===== src/rtl/core/power_source_transfer_controller_top_defines.svh =====
// Assertion macros shared by the power source transfer controller RTL.
// No dependencies; include by bare file name inside a module body.
`ifndef POWER_SOURCE_TRANSFER_CONTROLLER_TOP_DEFINES_SVH
`define POWER_SOURCE_TRANSFER_CONTROLLER_TOP_DEFINES_SVH

// Checked on every rising edge out of reset.
`define PSTC_ASSERT(lbl, prop, msg) \
    lbl: assert property (@(posedge i_clk) disable iff (!i_rst_n) prop) else $error(msg);

// Checked on every rising edge, reset included.
`define PSTC_ASSERT_ALWAYS(lbl, prop, msg) \
    lbl: assert property (@(posedge i_clk) prop) else $error(msg);

`endif


===== src/rtl/core/pstc_pkg.sv =====
// Package for the power source transfer controller: payload structs,
// mode and message codes, register indexes and reset values. No dependencies.
`timescale 1ns / 1ps
`default_nettype none

package pstc_pkg;

    localparam int ADC_BITS_DEF = 10;
    localparam int CODE_W       = 10;
    localparam int VOLT_W       = 9;
    localparam int TICK_W       = 16;
    localparam int ATT_W        = 4;
    localparam int CNT_W        = 3;
    localparam int IDX_W        = 3;
    localparam int CFG_DATA_W   = 16;

    // register indexes
    localparam logic [IDX_W-1:0] CFG_WIND_ON     = 3'd0;
    localparam logic [IDX_W-1:0] CFG_SOLAR_ON    = 3'd1;
    localparam logic [IDX_W-1:0] CFG_SOLAR_LOW   = 3'd2;
    localparam logic [IDX_W-1:0] CFG_GRID_ON     = 3'd3;
    localparam logic [IDX_W-1:0] CFG_UPS_LOW     = 3'd4;
    localparam logic [IDX_W-1:0] CFG_CRANK_WAIT  = 3'd5;
    localparam logic [IDX_W-1:0] CFG_RETRY_GAP   = 3'd6;
    localparam logic [IDX_W-1:0] CFG_ATTEMPTS    = 3'd7;

    // register reset values
    localparam logic [VOLT_W-1:0] RST_WIND_ON    = 9'd11;
    localparam logic [VOLT_W-1:0] RST_SOLAR_ON   = 9'd11;
    localparam logic [VOLT_W-1:0] RST_SOLAR_LOW  = 9'd9;
    localparam logic [VOLT_W-1:0] RST_GRID_ON    = 9'd100;
    localparam logic [VOLT_W-1:0] RST_UPS_LOW    = 9'd10;
    localparam logic [TICK_W-1:0] RST_CRANK_WAIT = 16'd5000;
    localparam logic [TICK_W-1:0] RST_RETRY_GAP  = 16'd500;
    localparam logic [ATT_W-1:0]  RST_ATTEMPTS   = 4'd4;
    localparam logic [ATT_W-1:0]  MAX_ATTEMPTS   = 4'd8;

    typedef enum logic [2:0] {
        MODE_EVAL  = 3'd0,
        MODE_CRANK = 3'd1,
        MODE_GAP   = 3'd2,
        MODE_GEN   = 3'd3,
        MODE_UPS   = 3'd4
    } t_mode;

    typedef enum logic [2:0] {
        MSG_NONE  = 3'd0,
        MSG_WIND  = 3'd1,
        MSG_SOLAR = 3'd2,
        MSG_BATLO = 3'd3,
        MSG_GRID  = 3'd4,
        MSG_START = 3'd5,
        MSG_GEN   = 3'd6,
        MSG_UPS   = 3'd7
    } t_msg;

    typedef struct packed {
        logic [CODE_W-1:0] grid_code;
        logic [CODE_W-1:0] generator_code;
        logic [CODE_W-1:0] solar_code;
        logic [CODE_W-1:0] ups_code;
        logic [CODE_W-1:0] wind_code;
        logic              generator_running;
    } t_in;

    typedef struct packed {
        logic              wind_relay;
        logic              solar_relay;
        logic              grid_relay;
        logic              generator_relay;
        logic              starter_on;
        logic              generator_lamp;
        logic              ups_low_lamp;
        t_msg              message;
        logic [VOLT_W-1:0] shown_volts;
    } t_out;

    typedef struct packed {
        logic [VOLT_W-1:0] grid;
        logic [VOLT_W-1:0] gen;
        logic [VOLT_W-1:0] solar;
        logic [VOLT_W-1:0] ups;
        logic [VOLT_W-1:0] wind;
        logic              running;
    } t_volts;

    typedef struct packed {
        logic [VOLT_W-1:0] wind_on;
        logic [VOLT_W-1:0] solar_on;
        logic [VOLT_W-1:0] solar_low;
        logic [VOLT_W-1:0] grid_on;
        logic [VOLT_W-1:0] ups_low;
        logic [TICK_W-1:0] crank_wait;
        logic [TICK_W-1:0] retry_gap;
        logic [ATT_W-1:0]  start_attempts;
    } t_cfg;

endpackage

`default_nettype wire


===== src/rtl/core/pstc_volts.sv =====
// Converter code to volts: (code * 502) >> 10 after masking to ADC_BITS.
// Depends on pstc_pkg.
`timescale 1ns / 1ps
`default_nettype none

module pstc_volts #(
    parameter int ADC_BITS = pstc_pkg::ADC_BITS_DEF
) (
    input  wire logic [pstc_pkg::CODE_W-1:0] i_code,
    output logic      [pstc_pkg::VOLT_W-1:0] o_volts
);

    localparam int PW = pstc_pkg::CODE_W + pstc_pkg::VOLT_W;

    logic [pstc_pkg::CODE_W-1:0] code_m;
    logic [PW-1:0]               prod;

    // bits at or above the converter width read as zero
    always_comb begin
        for (int b = 0; b < pstc_pkg::CODE_W; b++) begin
            code_m[b] = i_code[b] & (b < ADC_BITS);
        end
    end

    // 502 = 512 - 8 - 2; the top bits never pass 501
    assign prod = {code_m, 9'd0} - {6'd0, code_m, 3'd0} - {8'd0, code_m, 1'b0};
    assign o_volts = prod[PW-1:pstc_pkg::CODE_W];

endmodule

`default_nettype wire


===== src/rtl/core/pstc_cfg.sv =====
// Configuration register file of the transfer controller, write only.
// Depends on pstc_pkg.
`timescale 1ns / 1ps
`default_nettype none

module pstc_cfg (
    input  wire logic                            i_clk,
    input  wire logic                            i_rst_n,
    input  wire logic                            i_we,
    input  wire logic [pstc_pkg::IDX_W-1:0]      i_idx,
    input  wire logic [pstc_pkg::CFG_DATA_W-1:0] i_data,
    output pstc_pkg::t_cfg                       o_cfg
);

    pstc_pkg::t_cfg r_cfg;

    always_ff @(posedge i_clk) begin
        if (!i_rst_n) begin
            r_cfg.wind_on        <= pstc_pkg::RST_WIND_ON;
            r_cfg.solar_on       <= pstc_pkg::RST_SOLAR_ON;
            r_cfg.solar_low      <= pstc_pkg::RST_SOLAR_LOW;
            r_cfg.grid_on        <= pstc_pkg::RST_GRID_ON;
            r_cfg.ups_low        <= pstc_pkg::RST_UPS_LOW;
            r_cfg.crank_wait     <= pstc_pkg::RST_CRANK_WAIT;
            r_cfg.retry_gap      <= pstc_pkg::RST_RETRY_GAP;
            r_cfg.start_attempts <= pstc_pkg::RST_ATTEMPTS;
        end else if (i_we) begin
            unique case (i_idx)
                pstc_pkg::CFG_WIND_ON:    r_cfg.wind_on   <= i_data[pstc_pkg::VOLT_W-1:0];
                pstc_pkg::CFG_SOLAR_ON:   r_cfg.solar_on  <= i_data[pstc_pkg::VOLT_W-1:0];
                pstc_pkg::CFG_SOLAR_LOW:  r_cfg.solar_low <= i_data[pstc_pkg::VOLT_W-1:0];
                pstc_pkg::CFG_GRID_ON:    r_cfg.grid_on   <= i_data[pstc_pkg::VOLT_W-1:0];
                pstc_pkg::CFG_UPS_LOW:    r_cfg.ups_low   <= i_data[pstc_pkg::VOLT_W-1:0];
                pstc_pkg::CFG_CRANK_WAIT: r_cfg.crank_wait <= i_data[pstc_pkg::TICK_W-1:0];
                pstc_pkg::CFG_RETRY_GAP:  r_cfg.retry_gap  <= i_data[pstc_pkg::TICK_W-1:0];
                pstc_pkg::CFG_ATTEMPTS:   r_cfg.start_attempts <= i_data[pstc_pkg::ATT_W-1:0];
                default: ;
            endcase
        end
    end

    assign o_cfg = r_cfg;

endmodule

`default_nettype wire


===== src/rtl/core/pstc_ctrl.sv =====
// Transfer state machine: source priority, generator start sequence,
// generator and UPS hold modes. Depends on pstc_pkg.
`timescale 1ns / 1ps
`default_nettype none

module pstc_ctrl (
    input  wire logic             i_clk,
    input  wire logic             i_rst_n,
    input  wire logic             i_adv,
    input  wire pstc_pkg::t_volts i_volts,
    input  wire pstc_pkg::t_cfg   i_cfg,
    output pstc_pkg::t_out        o_res
);

    typedef enum logic [2:0] {
        ACT_EVAL,
        ACT_CRANK_ON,
        ACT_CRANK_FAIL,
        ACT_GAP_WAIT,
        ACT_NEXT_TRY,
        ACT_GEN,
        ACT_UPS
    } t_act;

    pstc_pkg::t_mode                r_mode, n_mode;
    logic [pstc_pkg::CNT_W-1:0]     r_att, n_att;
    logic [pstc_pkg::TICK_W-1:0]    r_timer, n_timer;
    logic                           r_latch, n_latch;

    t_act                           act;
    logic [pstc_pkg::TICK_W-1:0]    timer_inc;
    logic [pstc_pkg::TICK_W-1:0]    wait_ticks;
    logic [pstc_pkg::ATT_W-1:0]     attempts;
    logic [pstc_pkg::ATT_W-1:0]     att_inc;
    logic wind_ok, solar_ok, solar_low_ok, grid_ok, any_src, back, ups_low;

    assign wind_ok      = i_volts.wind  >= i_cfg.wind_on;
    assign solar_ok     = i_volts.solar >= i_cfg.solar_on;
    assign solar_low_ok = i_volts.solar >= i_cfg.solar_low;
    assign grid_ok      = i_volts.grid  >= i_cfg.grid_on;
    assign any_src      = wind_ok | solar_ok | solar_low_ok | grid_ok;
    assign back         = wind_ok | solar_ok | grid_ok;
    assign ups_low      = i_volts.ups < i_cfg.ups_low;

    assign timer_inc  = r_timer + 1'b1;
    assign wait_ticks = (i_cfg.crank_wait == '0) ? {{(pstc_pkg::TICK_W-1){1'b0}}, 1'b1}
                                                 : i_cfg.crank_wait;
    assign att_inc    = {1'b0, r_att} + 1'b1;

    always_comb begin
        priority if (i_cfg.start_attempts == '0) begin
            attempts = {{(pstc_pkg::ATT_W-1){1'b0}}, 1'b1};
        end else if (i_cfg.start_attempts > pstc_pkg::MAX_ATTEMPTS) begin
            attempts = pstc_pkg::MAX_ATTEMPTS;
        end else begin
            attempts = i_cfg.start_attempts;
        end
    end

    // what this tick does
    always_comb begin
        unique case (r_mode)
            pstc_pkg::MODE_CRANK: begin
                priority if (timer_inc < wait_ticks) act = ACT_CRANK_ON;
                else if (i_volts.running)            act = ACT_GEN;
                else                                 act = ACT_CRANK_FAIL;
            end
            pstc_pkg::MODE_GAP: begin
                priority if (timer_inc < i_cfg.retry_gap) act = ACT_GAP_WAIT;
                else if (att_inc >= attempts)             act = ACT_UPS;
                else if (back)                            act = ACT_EVAL;
                else                                      act = ACT_NEXT_TRY;
            end
            pstc_pkg::MODE_GEN: begin
                priority if (back)          act = ACT_EVAL;
                else if (!i_volts.running)  act = ACT_UPS;
                else                        act = ACT_GEN;
            end
            pstc_pkg::MODE_UPS: begin
                act = back ? ACT_EVAL : ACT_UPS;
            end
            default: act = ACT_EVAL;
        endcase
    end

    // next state
    always_comb begin
        n_mode  = r_mode;
        n_att   = r_att;
        n_timer = r_timer;
        n_latch = r_latch;
        unique case (act)
            ACT_EVAL: begin
                // latch is only ever set in UPS mode, which leaves through here
                n_latch = 1'b0;
                if (any_src) begin
                    n_mode = pstc_pkg::MODE_EVAL;
                end else begin
                    n_mode  = pstc_pkg::MODE_CRANK;
                    n_att   = '0;
                    n_timer = '0;
                end
            end
            ACT_CRANK_ON, ACT_GAP_WAIT: n_timer = timer_inc;
            ACT_CRANK_FAIL: begin
                n_mode  = pstc_pkg::MODE_GAP;
                n_timer = '0;
            end
            ACT_NEXT_TRY: begin
                n_mode  = pstc_pkg::MODE_CRANK;
                n_att   = att_inc[pstc_pkg::CNT_W-1:0];
                n_timer = '0;
            end
            ACT_GEN: n_mode = pstc_pkg::MODE_GEN;
            ACT_UPS: begin
                n_mode  = pstc_pkg::MODE_UPS;
                n_latch = r_latch | ups_low;
            end
            default: ;
        endcase
    end

    // result of this tick
    always_comb begin
        o_res = '0;
        o_res.message = pstc_pkg::MSG_START;
        unique case (act)
            ACT_EVAL: begin
                priority if (wind_ok) begin
                    o_res.wind_relay  = 1'b1;
                    o_res.message     = pstc_pkg::MSG_WIND;
                    o_res.shown_volts = i_volts.wind;
                end else if (solar_ok) begin
                    o_res.solar_relay = 1'b1;
                    o_res.message     = pstc_pkg::MSG_SOLAR;
                    o_res.shown_volts = i_volts.solar;
                end else if (solar_low_ok) begin
                    o_res.solar_relay = 1'b1;
                    o_res.message     = pstc_pkg::MSG_BATLO;
                    o_res.shown_volts = i_volts.solar;
                end else if (grid_ok) begin
                    o_res.grid_relay  = 1'b1;
                    o_res.message     = pstc_pkg::MSG_GRID;
                    o_res.shown_volts = i_volts.grid;
                end else begin
                    o_res.starter_on     = 1'b1;
                    o_res.generator_lamp = 1'b1;
                end
            end
            ACT_CRANK_ON, ACT_NEXT_TRY: begin
                o_res.starter_on     = 1'b1;
                o_res.generator_lamp = 1'b1;
            end
            ACT_CRANK_FAIL, ACT_GAP_WAIT: o_res.generator_lamp = 1'b1;
            ACT_GEN: begin
                o_res.generator_relay = 1'b1;
                o_res.generator_lamp  = 1'b1;
                o_res.message         = pstc_pkg::MSG_GEN;
                o_res.shown_volts     = i_volts.gen;
            end
            ACT_UPS: begin
                o_res.message     = pstc_pkg::MSG_UPS;
                o_res.shown_volts = i_volts.ups;
            end
            default: ;
        endcase
        o_res.ups_low_lamp = n_latch;
    end

    always_ff @(posedge i_clk) begin
        if (!i_rst_n) begin
            r_mode  <= pstc_pkg::MODE_EVAL;
            r_att   <= '0;
            r_timer <= '0;
            r_latch <= 1'b0;
        end else if (i_adv) begin
            r_mode  <= n_mode;
            r_att   <= n_att;
            r_timer <= n_timer;
            r_latch <= n_latch;
        end
    end

endmodule

`default_nettype wire


===== src/rtl/core/power_source_transfer_controller_top.sv =====
// Top level of the power source transfer controller: request channels,
// input and result registers. Depends on pstc_pkg, pstc_volts, pstc_cfg, pstc_ctrl.
`timescale 1ns / 1ps
`default_nettype none

//  channel | direction | handshake                  | payload
//  --------+-----------+----------------------------+----------------------
//  in      | input     | i_in_valid / o_in_stall    | i_in_data  (t_in)
//  out     | output    | o_out_valid / i_out_stall  | o_out_data (t_out)
//  cfg     | input     | i_cfg_we                   | i_cfg_idx, i_cfg_data
//
//  One request per cycle sustained while i_out_stall is low; a request's
//  result passes the volts register, then the result register.
//  The mode, attempt and timer registers in pstc_ctrl feed back through
//  combinational next-state logic only, which sets the one-per-cycle figure.
//  Reset (synchronous, active low) restores register defaults and the
//  priority evaluation mode; no clearing pass.
//  A stalled result holds; one more request can wait in the volts register.

module power_source_transfer_controller_top #(
    parameter int ADC_BITS = pstc_pkg::ADC_BITS_DEF
) (
    input  wire logic                            i_clk,
    input  wire logic                            i_rst_n,
    input  wire logic                            i_in_valid,
    output logic                                 o_in_stall,
    input  wire pstc_pkg::t_in                   i_in_data,
    output logic                                 o_out_valid,
    input  wire logic                            i_out_stall,
    output pstc_pkg::t_out                       o_out_data,
    input  wire logic                            i_cfg_we,
    input  wire logic [pstc_pkg::IDX_W-1:0]      i_cfg_idx,
    input  wire logic [pstc_pkg::CFG_DATA_W-1:0] i_cfg_data
);

    pstc_pkg::t_volts volts_in;
    pstc_pkg::t_volts r_volts;
    logic             r_s1_valid;
    pstc_pkg::t_out   r_out;
    logic             r_out_valid;
    pstc_pkg::t_out   res;
    pstc_pkg::t_cfg   cfg;
    logic             adv;
    logic             in_acc;

    // code to volts ahead of the input register
    pstc_volts #(.ADC_BITS(ADC_BITS)) u_v_grid (
        .i_code (i_in_data.grid_code),      .o_volts(volts_in.grid));
    pstc_volts #(.ADC_BITS(ADC_BITS)) u_v_gen (
        .i_code (i_in_data.generator_code), .o_volts(volts_in.gen));
    pstc_volts #(.ADC_BITS(ADC_BITS)) u_v_solar (
        .i_code (i_in_data.solar_code),     .o_volts(volts_in.solar));
    pstc_volts #(.ADC_BITS(ADC_BITS)) u_v_ups (
        .i_code (i_in_data.ups_code),       .o_volts(volts_in.ups));
    pstc_volts #(.ADC_BITS(ADC_BITS)) u_v_wind (
        .i_code (i_in_data.wind_code),      .o_volts(volts_in.wind));
    assign volts_in.running = i_in_data.generator_running;

    pstc_cfg u_cfg (
        .i_clk  (i_clk),
        .i_rst_n(i_rst_n),
        .i_we   (i_cfg_we),
        .i_idx  (i_cfg_idx),
        .i_data (i_cfg_data),
        .o_cfg  (cfg)
    );

    // stage 1 moves into the result register when that is free or draining
    assign adv        = r_s1_valid & (~r_out_valid | ~i_out_stall);
    assign o_in_stall = r_s1_valid & ~adv;
    assign in_acc     = i_in_valid & ~o_in_stall;

    always_ff @(posedge i_clk) begin
        if (!i_rst_n) begin
            r_s1_valid <= 1'b0;
        end else begin
            r_s1_valid <= in_acc | (r_s1_valid & ~adv);
        end
    end

    always_ff @(posedge i_clk) begin
        if (in_acc) begin
            r_volts <= volts_in;
        end
    end

    pstc_ctrl u_ctrl (
        .i_clk  (i_clk),
        .i_rst_n(i_rst_n),
        .i_adv  (adv),
        .i_volts(r_volts),
        .i_cfg  (cfg),
        .o_res  (res)
    );

    always_ff @(posedge i_clk) begin
        if (!i_rst_n) begin
            r_out_valid <= 1'b0;
        end else begin
            r_out_valid <= adv | (r_out_valid & i_out_stall);
        end
    end

    always_ff @(posedge i_clk) begin
        if (adv) begin
            r_out <= res;
        end
    end

    assign o_out_valid = r_out_valid;
    assign o_out_data  = r_out;

    // terms for the checks below
    logic [3:0] out_relays;
    logic       out_starter, out_low_lamp, out_idle;
    logic       msg_set, start_shown, ups_shown;

    assign out_relays   = {o_out_data.wind_relay, o_out_data.solar_relay,
                           o_out_data.grid_relay, o_out_data.generator_relay};
    assign out_starter  = o_out_valid & o_out_data.starter_on;
    assign out_low_lamp = o_out_valid & o_out_data.ups_low_lamp;
    assign out_idle     = ~o_out_valid & ~o_in_stall;
    assign msg_set      = o_out_data.message != pstc_pkg::MSG_NONE;
    assign start_shown  = (o_out_data.message == pstc_pkg::MSG_START)
                        & o_out_data.generator_lamp;
    assign ups_shown    = o_out_data.message == pstc_pkg::MSG_UPS;

    `include "power_source_transfer_controller_top_defines.svh"

    `PSTC_ASSERT(a_adv_shows, adv |=> o_out_valid, "advanced request not presented")
    `PSTC_ASSERT(a_one_relay, o_out_valid |-> $onehot0(out_relays), "more than one relay closed")
    `PSTC_ASSERT(a_msg_set, o_out_valid |-> msg_set, "empty message")
    `PSTC_ASSERT(a_starter_msg, out_starter |-> start_shown, "starter without start message")
    `PSTC_ASSERT(a_low_lamp_ups, out_low_lamp |-> ups_shown, "low lamp outside UPS mode")
    `PSTC_ASSERT_ALWAYS(a_rst_idle, !i_rst_n |=> out_idle, "not idle after reset")

endmodule

`default_nettype wire

===== config.mk =====
export PLATFORM = sky130hd
export DESIGN_NAME = power_source_transfer_controller_top
export DESIGN_NICKNAME = d
export VERILOG_FILES = /design/src/rtl/core/pstc_pkg.sv /design/src/rtl/core/pstc_volts.sv /design/src/rtl/core/pstc_cfg.sv /design/src/rtl/core/pstc_ctrl.sv /design/src/rtl/core/power_source_transfer_controller_top.sv
export VERILOG_INCLUDE_DIRS = /design/src /design/src/rtl/core
export SDC_FILE = /design/constraint.sdc
export NUM_CORES = 1
export LEC_CHECK = 0
export BUFFER_PORTS_ARGS = -buffer_cell sky130_fd_sc_hd__buf_2
export CORE_MARGIN = 2
export CORE_UTILIZATION = 45
export CTS_BUF_LIST = sky130_fd_sc_hd__clkbuf_8
export CTS_CLUSTER_DIAMETER = 30
export DETAILED_ROUTE_END_ITERATION = 10
export PLACE_DENSITY = 0.64
export SETUP_SLACK_MARGIN = 0.15
export SYNTH_ARGS = -nofsm -noshare
export SYNTH_HDL_FRONTEND = slang
export SYNTH_SLANG_ARGS = --single-unit
export TNS_END_PERCENT = 50

===== constraint.sdc =====
create_clock -name i_clk -period 6.8 [get_ports i_clk]
set_input_delay 0.68 -clock i_clk [delete_from_list [all_inputs] [get_ports i_clk]]
set_output_delay 0.68 -clock i_clk [all_outputs]
set_load 0.005 [all_outputs]

==> results of run 1 <==
## placed cells by master (no fill, tap or decap), types with 18 or more instances in the layout
cell type / Yosys / routed
nand2_1: 209 / 209
ha_1: 185 / 185
inv_1: 173 / 172
a21oi_1: 110 / 110
dfxtp_1: 106 / 106
buf_2: 4 / 95
edfxtp_1: 65 / 65
nor2_1: 58 / 58
xnor2_1: 40 / 40
o21ai_0: 39 / 39
nand3_1: 28 / 28
nor2b_1: 26 / 25
o211ai_1: 23 / 23
nor3_1: 22 / 22
a211oi_1: 19 / 19
nand2b_1: 19 / 19
a21o_1: 18 / 18
## state kept, by name, indices dropped and copies added (netlist names)
signal / cells
u_ctrl.r_mode: 3
r_s1_valid: 1
u_ctrl.r_timer: 16
r_volts: 46
o_out_data: 19
o_out_valid: 1
u_ctrl.r_latch: 1
u_ctrl.r_att: 3
u_cfg.o_cfg: 81
## Yosys cell counts (3+ instances only)
cell type | number | area [um^2]
nor3b_1 | 4 | 30.0
xor2_1 | 10 | 87.6
buf_1 | 5 | 18.8
nand4_1 | 12 | 75.1
nor2b_1 | 26 | 163
ha_1 | 185 | 2310
or3_1 | 7 | 43.8
o21ai_1 | 12 | 60.1
o31a_1 | 6 | 52.6
inv_1 | 173 | 649
and3_1 | 15 | 93.8
o21ai_2 | 9 | 78.8
nand2_1 | 209 | 785
o21ai_0 | 39 | 195
a31oi_1 | 7 | 43.8
fa_1 | 10 | 200
clkbuf_1 | 29 | 109
a21oi_1 | 110 | 551
a21o_1 | 18 | 135
mux2i_1 | 17 | 170
buf_2 | 4 | 20.0
o21a_1 | 11 | 82.6
nor2_1 | 58 | 218
and2_1 | 8 | 50.1
nor4_1 | 13 | 81.3
nand3_1 | 28 | 140
edfxtp_1 | 65 | 1950
nor3_1 | 22 | 110
nor3_2 | 5 | 50.1
o211ai_1 | 23 | 173
xnor2_1 | 40 | 350
and4_1 | 4 | 35.0
a22oi_1 | 14 | 105
o21bai_1 | 6 | 45.0
o221ai_1 | 9 | 78.8
a211o_1 | 10 | 87.6
o41ai_1 | 3 | 26.3
dfxtp_1 | 106 | 2120
a211oi_1 | 19 | 143
nand2b_1 | 19 | 119
or2_2 | 7 | 43.8
## cell families (layout without fill, tap and decap cells)
group	Yosys count	in the layout	synth area share
buf+inv	214	307	0.0668
fa+ha+maj	195	195	0.205
xor+xnor	50	50	0.0357
flops	171	171	0.332
mux	17	17	0.0139
compound gates	321	321	0.172
simple gates	447	447	0.175
## worst max-delay path: cells and delay by family (launching register included)
| family | cells | cell delay (ps) |
|---|---|---|
| muxes | 1 | 150 |
| buffers and inverters | 1 | 260 |
| adders and majority gates | 1 | 300 |
| DFF | 1 | 440 |
| and+or+nand+nor | 13 | 3310 |
| AOI/OAI and AO/OA | 2 | 540 |
## routing by layer
metal | vias up | wire [um] | part of all wire | global-route usage
li1 | 5113 | - | - | -
met1 | 4739 | 14100 | 0.48 | 0.286
met2 | 194 | 13700 | 0.47 | 0.346
met3 | 35 | 1050 | 0.036 | 0.0260
met4 | 0 | 649 | 0.022 | 0.0635
met5 | - | 0 | 0 | 0
## power by group
part           switching, mW  internal (mW)  total (mW)
Clock                  0.406          0.333       0.739
Combinational          0.355          0.260       0.615
Sequential            0.0455           1.15        1.19
Total                  0.807           1.74        2.55
## through the flow
step | hold WS [ps] | setup WS (ps) | utilization | total power [mW]
6_report | 376 | 1670 | 0.500 | 2.55
2_1_floorplan | 432 | 2500 | - | 1.64
5_1_grt | 358 | 1220 | 0.500 | 2.69
3_5_place_dp | 447 | 1710 | 0.485 | 1.83
4_1_cts | 353 | 1680 | 0.500 | 2.56
3_3_place_gp | 443 | 1840 | 0.485 | 1.82
## worst max-delay path by stage
stage	startpoint	depth (start not counted)	end	slack (ps)
finish	u_ctrl.r_timer[2]$_SDFFE_PN0P_	18	u_ctrl.r_timer[1]$_SDFFE_PN0P_	1670
detailed placement	u_ctrl.r_timer[0]$_SDFFE_PN0P_	18	u_ctrl.r_timer[14]$_SDFFE_PN0P_	1710
global placement	u_ctrl.r_timer[2]$_SDFFE_PN0P_	18	u_ctrl.r_timer[15]$_SDFFE_PN0P_	1840
CTS	u_ctrl.r_timer[2]$_SDFFE_PN0P_	18	u_ctrl.r_timer[1]$_SDFFE_PN0P_	1680
global route	u_ctrl.r_timer[0]$_SDFFE_PN0P_	18	u_ctrl.r_timer[14]$_SDFFE_PN0P_	1220
floorplan	u_ctrl.r_timer[2]$_SDFFE_PN0P_	19	u_ctrl.r_timer[0]$_SDFFE_PN0P_	2500
## layout make-up
type	instances	area (um^2)	area share
clock inverters	15	164	0.0122
repair buffers	101	520	0.0387
multi-input cells	1030	7370	0.548
flip-flops and latches	171	4070	0.303
inverters	174	653	0.0486
well taps	341	427	0.0317
clock buffers	17	234	0.0174
==> qor.csv, run 1 <==
stage,metric,value,unit
outcome,outcome,"finished, final reports clean",
critical_path,Critical Path End Type,register,
sta,final worst-path cycle share,0.755,
finish,Area Overhead vs Synth,9.68,%
synth,ys async rst share,0,
route,drt wl/cell,16.0,um
clock_tree,Clock Sinks,171,
finish,Finished Layout Cells,1849,
route,DR vias,10100,
min_path,hold endpoint,r_volts[0]$_DFFE_PP_,
floorplanning,die width,169,um
clock_tree,H-tree Lvls,4,
floorplanning,I/O pins,96,
critical_path,Critical Path Start Type,register,
route,Iter 0 DRT Violations,820,
sta,FMAX,195,MHz
route,DRC violations left,0,
place,port bufs,95,
critical_path,worst reg-to-reg path cell count,18,
place,DP Cell Count,1817,
floorplanning,Die Area,28600,um^2
sta,setup TNS,0,ps
finish,fraction of layout cells with a size suffix above 1,0.110,
global_route,global-route wire length before repair,47.8,mm
synth,Mean Syn Cell Area,8.66,um^2
finish,diode count,0,
global_route,vias in the first global route,9504,
clock_tree,clk root buf,clkbuf_8,
synth,register bit count reported by yosys,171,
clock_tree,clk slew on worst S/H paths,100,ps
run,number of max-cap violations,0,
global_route,initial antenna violation count,0,
critical_path,"Arr. time, crit path",5480,ps
critical_path,"Cell Chain, Critical Path",nand3_1 > nor2_1 > nand3_1 > nor2_1 > nand3_1 > and2_1 > or2_2 > ha_1 > and4_1 > a2111oi_1 > o21ai_1 > or2_4 > nor3_2 > nor3_2 > nor2_1 > nor4_4 > buf_4 > mux2i_1,
global_route,pin count of the biggest net entering global routing,67,
floorplanning,core area,26900,um^2
critical_path,max incr delay on CP,800,ps
finish,# fillers,2593,
pwr,static leakage power,5.92,nW
sta,Rel. slew slack,0.160,
place,post-DP HPWL,23.0,mm
sta,Worst-Margin Slew,1250,ps
finish,layout net count,1765,
clock_tree,CTS resizes,0,
sta,max-slew violation count,0,
synth,Post-synth EDFFs,65,
sta,RSZ-0062 raised after global routing,no,
synth,Netlist cell types,73,
synth,ys flop type,dfxtp_1,
critical_path,FF-to-FF setup slack,1670,ps
critical_path,r2r endpoint,u_ctrl.r_timer[1]$_SDFFE_PN0P_,
sta,Fin. Hold Viols,0,
synth,sequential area share after synthesis,0.332,
synth,Post-Synthesis Cells,1415,
clock_tree,Max Buffers Root-to-Sink,2,
clock_tree,hold_buf cts,0,
critical_path,Critical Path RT,7150,ps
route,via/cell ratio,5.45,
clock_tree,CTS tree,yes,
route,overall routed net length,29.5,mm
floorplanning,initial core utilization,0.456,
clock_tree,Setup Buffers After CTS,0,
sta,final setup skew,20.0,ps
place,placed cell area,13000,um^2
route,Antenna Nets Post-Route,0,
floorplanning,Row Count,60,
sta,final setup fails,0,
floorplanning,die span in y,169,um
critical_path,worst flop-to-flop path startpoint,u_ctrl.r_timer[2]$_SDFFE_PN0P_,
synth,Syn Nets,1685,
synth,Synth Warn #,0,
finish,Final Cell Area,13400,um^2
min_path,hold wc startpoint,i_in_data[0],
min_path,WHS Path Cells,1,
clock_tree,total CTS buffers,17,
sta,Period minus WS final,5130,ps
route,Pre-antenna DRT Iters,5,
pwr,Max VDD drop,106,uV
global_route,All-Layer GR Usage,0.209,
global_route,grt ovf,0,
synth,post-synthesis cell area,12300,um^2
pwr,P per Cell Area,190,nW/um^2
critical_path,CP max FO,16,
critical_path,CP max-delay cell,nor2_1,
clock_tree,"Clk Latency, worst-skew pair",470,ps
critical_path,WS Path Type,reg2reg,
place,GPL Wtd Cong,0.891,
min_path,Worst Hold Class,in2reg,
Note: power is estimated with default switching activity, not from simulation.
==> run 2, diff against run 1 <==
Settings changed: ABC_AREA from default to 1.
Clock period 6.8 ns to 4.9 ns, I/O delays scaled along.
==> qor.csv, run 2 <==
stage,metric,value,unit,change
synth,Commonest cells post-synth,"235 x inv_1, 229 x nand2_1, 185 x ha_1",,
clock_tree,H-tree Lvls,4,,unchanged
min_path,Worst Hold Class,in2reg,,
floorplanning,Die Area,28400,um^2,-0.53%
synth,Synth top area share,0.190,,+0.00103
synth,Synth Warn #,0,,unchanged
sta,max-slew violation count,0,,unchanged
route,overall routed net length,28.8,mm,-2.5%
global_route,pin count of the biggest net entering global routing,59,,-12%
critical_path,Critical Path End Type,register,,
critical_path,CP max FO,18,,+2
pwr,Max VDD drop,170,uV,+60%
sta,Rel. slew slack,0.341,,+0.181
floorplanning,die span in y,169,um,-0.27%
pwr,power share of the sequential group,0.466,,-0.003
critical_path,Critical Path RT,5110,ps,-2040 ps
finish,Final Cell Area,13400,um^2,-0.16%
run,number of max-cap violations,0,,unchanged
route,Antenna Nets Post-Route,0,,unchanged
sta,RSZ-0062 raised after global routing,no,,
clock_tree,clk root buf,clkbuf_8,,
synth,top post-synthesis cells by area,"ha_1 19%, dfxtp_1 17%, edfxtp_1 16%",,
finish,layout net count,1873,,+6.1%
outcome,outcome,"finished, final reports clean",,
clock_tree,CTS tree,yes,,
floorplanning,die width,169,um,-0.27%
finish,Area Overhead vs Synth,10.1,%,
sta,Period minus WS final,4410,ps,-721 ps
sta,Worst-Margin Slew,989,ps,-262 ps
critical_path,WS Path Type,reg2reg,,
finish,max reg flops,81,,unchanged
place,GPL Wtd Cong,0.861,,-3.3%
clock_tree,Clock Sinks,171,,unchanged
critical_path,"Arr. time, crit path",4620,ps,-860 ps
clock_tree,clk slew on worst S/H paths,110,ps,about the same
finish,final design utilization,0.501,,+0.000608
sta,Fin. Hold Viols,0,,unchanged
critical_path,Critical Path Start Type,register,,
sta,final worst-path cycle share,0.900,,+0.145
global_route,All-Layer GR Usage,0.203,,-0.00555
clock_tree,hold_buf cts,0,,unchanged
synth,top-count cell post-synth,inv_1,,
clock_tree,total CTS buffers,17,,unchanged
pwr,clock share of power,0.277,,-0.013
floorplanning,I/O pins,96,,unchanged
route,DR vias,10100,,+0.56%
global_route,global-route wire length before repair,46.5,mm,-2.7%
synth,ys flop type,dfxtp_1,,
finish,diode count,0,,unchanged
route,DRC violations left,0,,unchanged
global_route,vias in the first global route,9603,,+1.0%
pwr,Comb pwr share,0.257,,+0.016
finish,Finished Layout Cells,1957,,+5.8%
synth,register bit count reported by yosys,171,,unchanged
place,placed cell area,13000,um^2,-0.46%
sta,setup TNS,0,ps,unchanged
finish,fraction of layout cells with a size suffix above 1,0.115,,+0.00502
synth,Post-synth EDFFs,65,,unchanged
route,drt wl/cell,14.7,um,-7.9%
global_route,grt ovf,0,,unchanged
route,via/cell ratio,5.18,,-5.0%
clock_tree,Max Buffers Root-to-Sink,2,,unchanged
clock_tree,"Clk Latency, worst-skew pair",480,ps,about the same
synth,ys async rst share,0,,unchanged
synth,Syn Nets,1786,,+6.0%
synth,"area leader, netlist",ha_1,,
synth,Post-Synthesis Cells,1516,,+7.1%
min_path,WHS Path Cells,1,,unchanged
critical_path,worst reg-to-reg path cell count,21,,+3
pwr,static leakage power,6.34,nW,+7.0%
global_route,initial antenna violation count,0,,unchanged
synth,Mean Syn Cell Area,8.04,um^2,-7.2%
finish,"commonest cells after routing, fill and taps aside","233 x inv_1, 227 x nand2_1, 185 x ha_1",,
sta,final setup skew,14.1,ps,-5.88 ps
route,Iter 0 DRT Violations,606,,-26%
pwr,Switching Share,0.343,,+0.0269
route,Pre-antenna DRT Iters,5,,unchanged
finish,"commonest non-fill, non-tap cell in the layout",inv_1,,
synth,Netlist cell types,48,,-34%
place,DP Cell Count,1922,,+5.8%
floorplanning,core area,26800,um^2,-0.28%
sta,worst hold margin,181,ps,-194 ps
sta,FMAX,227,MHz,+16%
floorplanning,initial core utilization,0.455,,-0.00120
pwr,P_sw,1.24,mW,+54%
place,post-DP HPWL,22.6,mm,-1.7%
synth,post-synthesis cell area,12200,um^2,-0.54%
sta,final setup fails,0,,unchanged
floorplanning,Row Count,60,,unchanged
synth,sequential area share after synthesis,0.334,,+0.00181
pwr,internal power,2.37,mW,+36%
place,port bufs,95,,unchanged
pwr,P per Cell Area,269,nW/um^2,+42%
==> run 2: timing repair <==
action                                  CTS  global route
endpoints found under the setup margin    0            34
resized for setup                         0             8
setup buffers                             0             2
==> run 2: final timing paths <==
check,end,from,slack [ps]
worst max-delay path,o_out_data[2]$_DFFE_PP_,u_ctrl.r_timer[0]$_SDFFE_PN0P_,490
worst max register to register,o_out_data[2]$_DFFE_PP_,u_ctrl.r_timer[0]$_SDFFE_PN0P_,490
worst min register to register,u_cfg.o_cfg[65]$_SDFFE_PN0P_,u_cfg.o_cfg[65]$_SDFFE_PN0P_,460
worst min-delay path,r_volts[0]$_DFFE_PP_,i_in_data[0],180
==> run 2: cells by family after synthesis <==
family,after synthesis,share of synthesized area
AO/OA/AOI/OAI,314,0.144
XOR/XNOR,58,0.0417
buffers and inverters,288,0.0901
AND/OR/NAND/NOR,490,0.184
adder cells (fa/ha/maj),195,0.206
flip-flops,171,0.334
==> run 2: cell type report <==
cell class	count	area (um^2)
flip-flops and latches	171	4070
inverters	252	950
well taps	341	427
repair buffers	103	536
repair inverters	1	7.51
clock buffers	18	248
clock inverters	14	139
multi-input cells	1057	7040
fillers	2574	13400
==> run 2: power by group through the flow <==
stage	Sequential (mW)	Combinational [mW]	Clock (mW)
after global routing	1.69	1.07	1.08
after detailed placement	1.71	0.922	0
after global placement	1.71	0.900	0
final	1.68	0.925	0.999
after floorplan	1.68	0.676	0
after CTS	1.68	0.927	1.02
==> run 2: critical path, cell delays in order, from the launching register on <==
cell	delay (ps)
dfxtp_1	400
inv_1	100
nor3_2	230
nand3_1	150
nor2_1	190
nand4_1	150
nand3b_1	220
nor2_1	180
xor2_1	310
ha_1	300
a21oi_1	150
nor2_1	50
a2111oi_1	380
nand2_2	180
nand2_4	110
nand2_2	90
nor2_8	240
nor2_1	130
nand2_2	170
clkinvlp_4	200
nand2_1	110
o211ai_1	100
==> run 2: routing by layer <==
layer	vias to the layer above	part of all wire	global-route usage
li1	5258	-	-
met1	4609	0.47	0.266
met2	219	0.47	0.347
met3	51	0.035	0.0238
met4	0	0.025	0.0750
met5	-	0	0
==> run 2: metrics by stage <==
| step | worst slack (ps) | power [mW] |
|---|---|---|
| 3_5_place_dp | 402 | 2.63 |
| 6_report | 490 | 3.61 |
| 4_1_cts | 330 | 3.63 |
| 2_1_floorplan | 1190 | 2.35 |
| 3_3_place_gp | 547 | 2.61 |
| 5_1_grt | 192 | 3.83 |
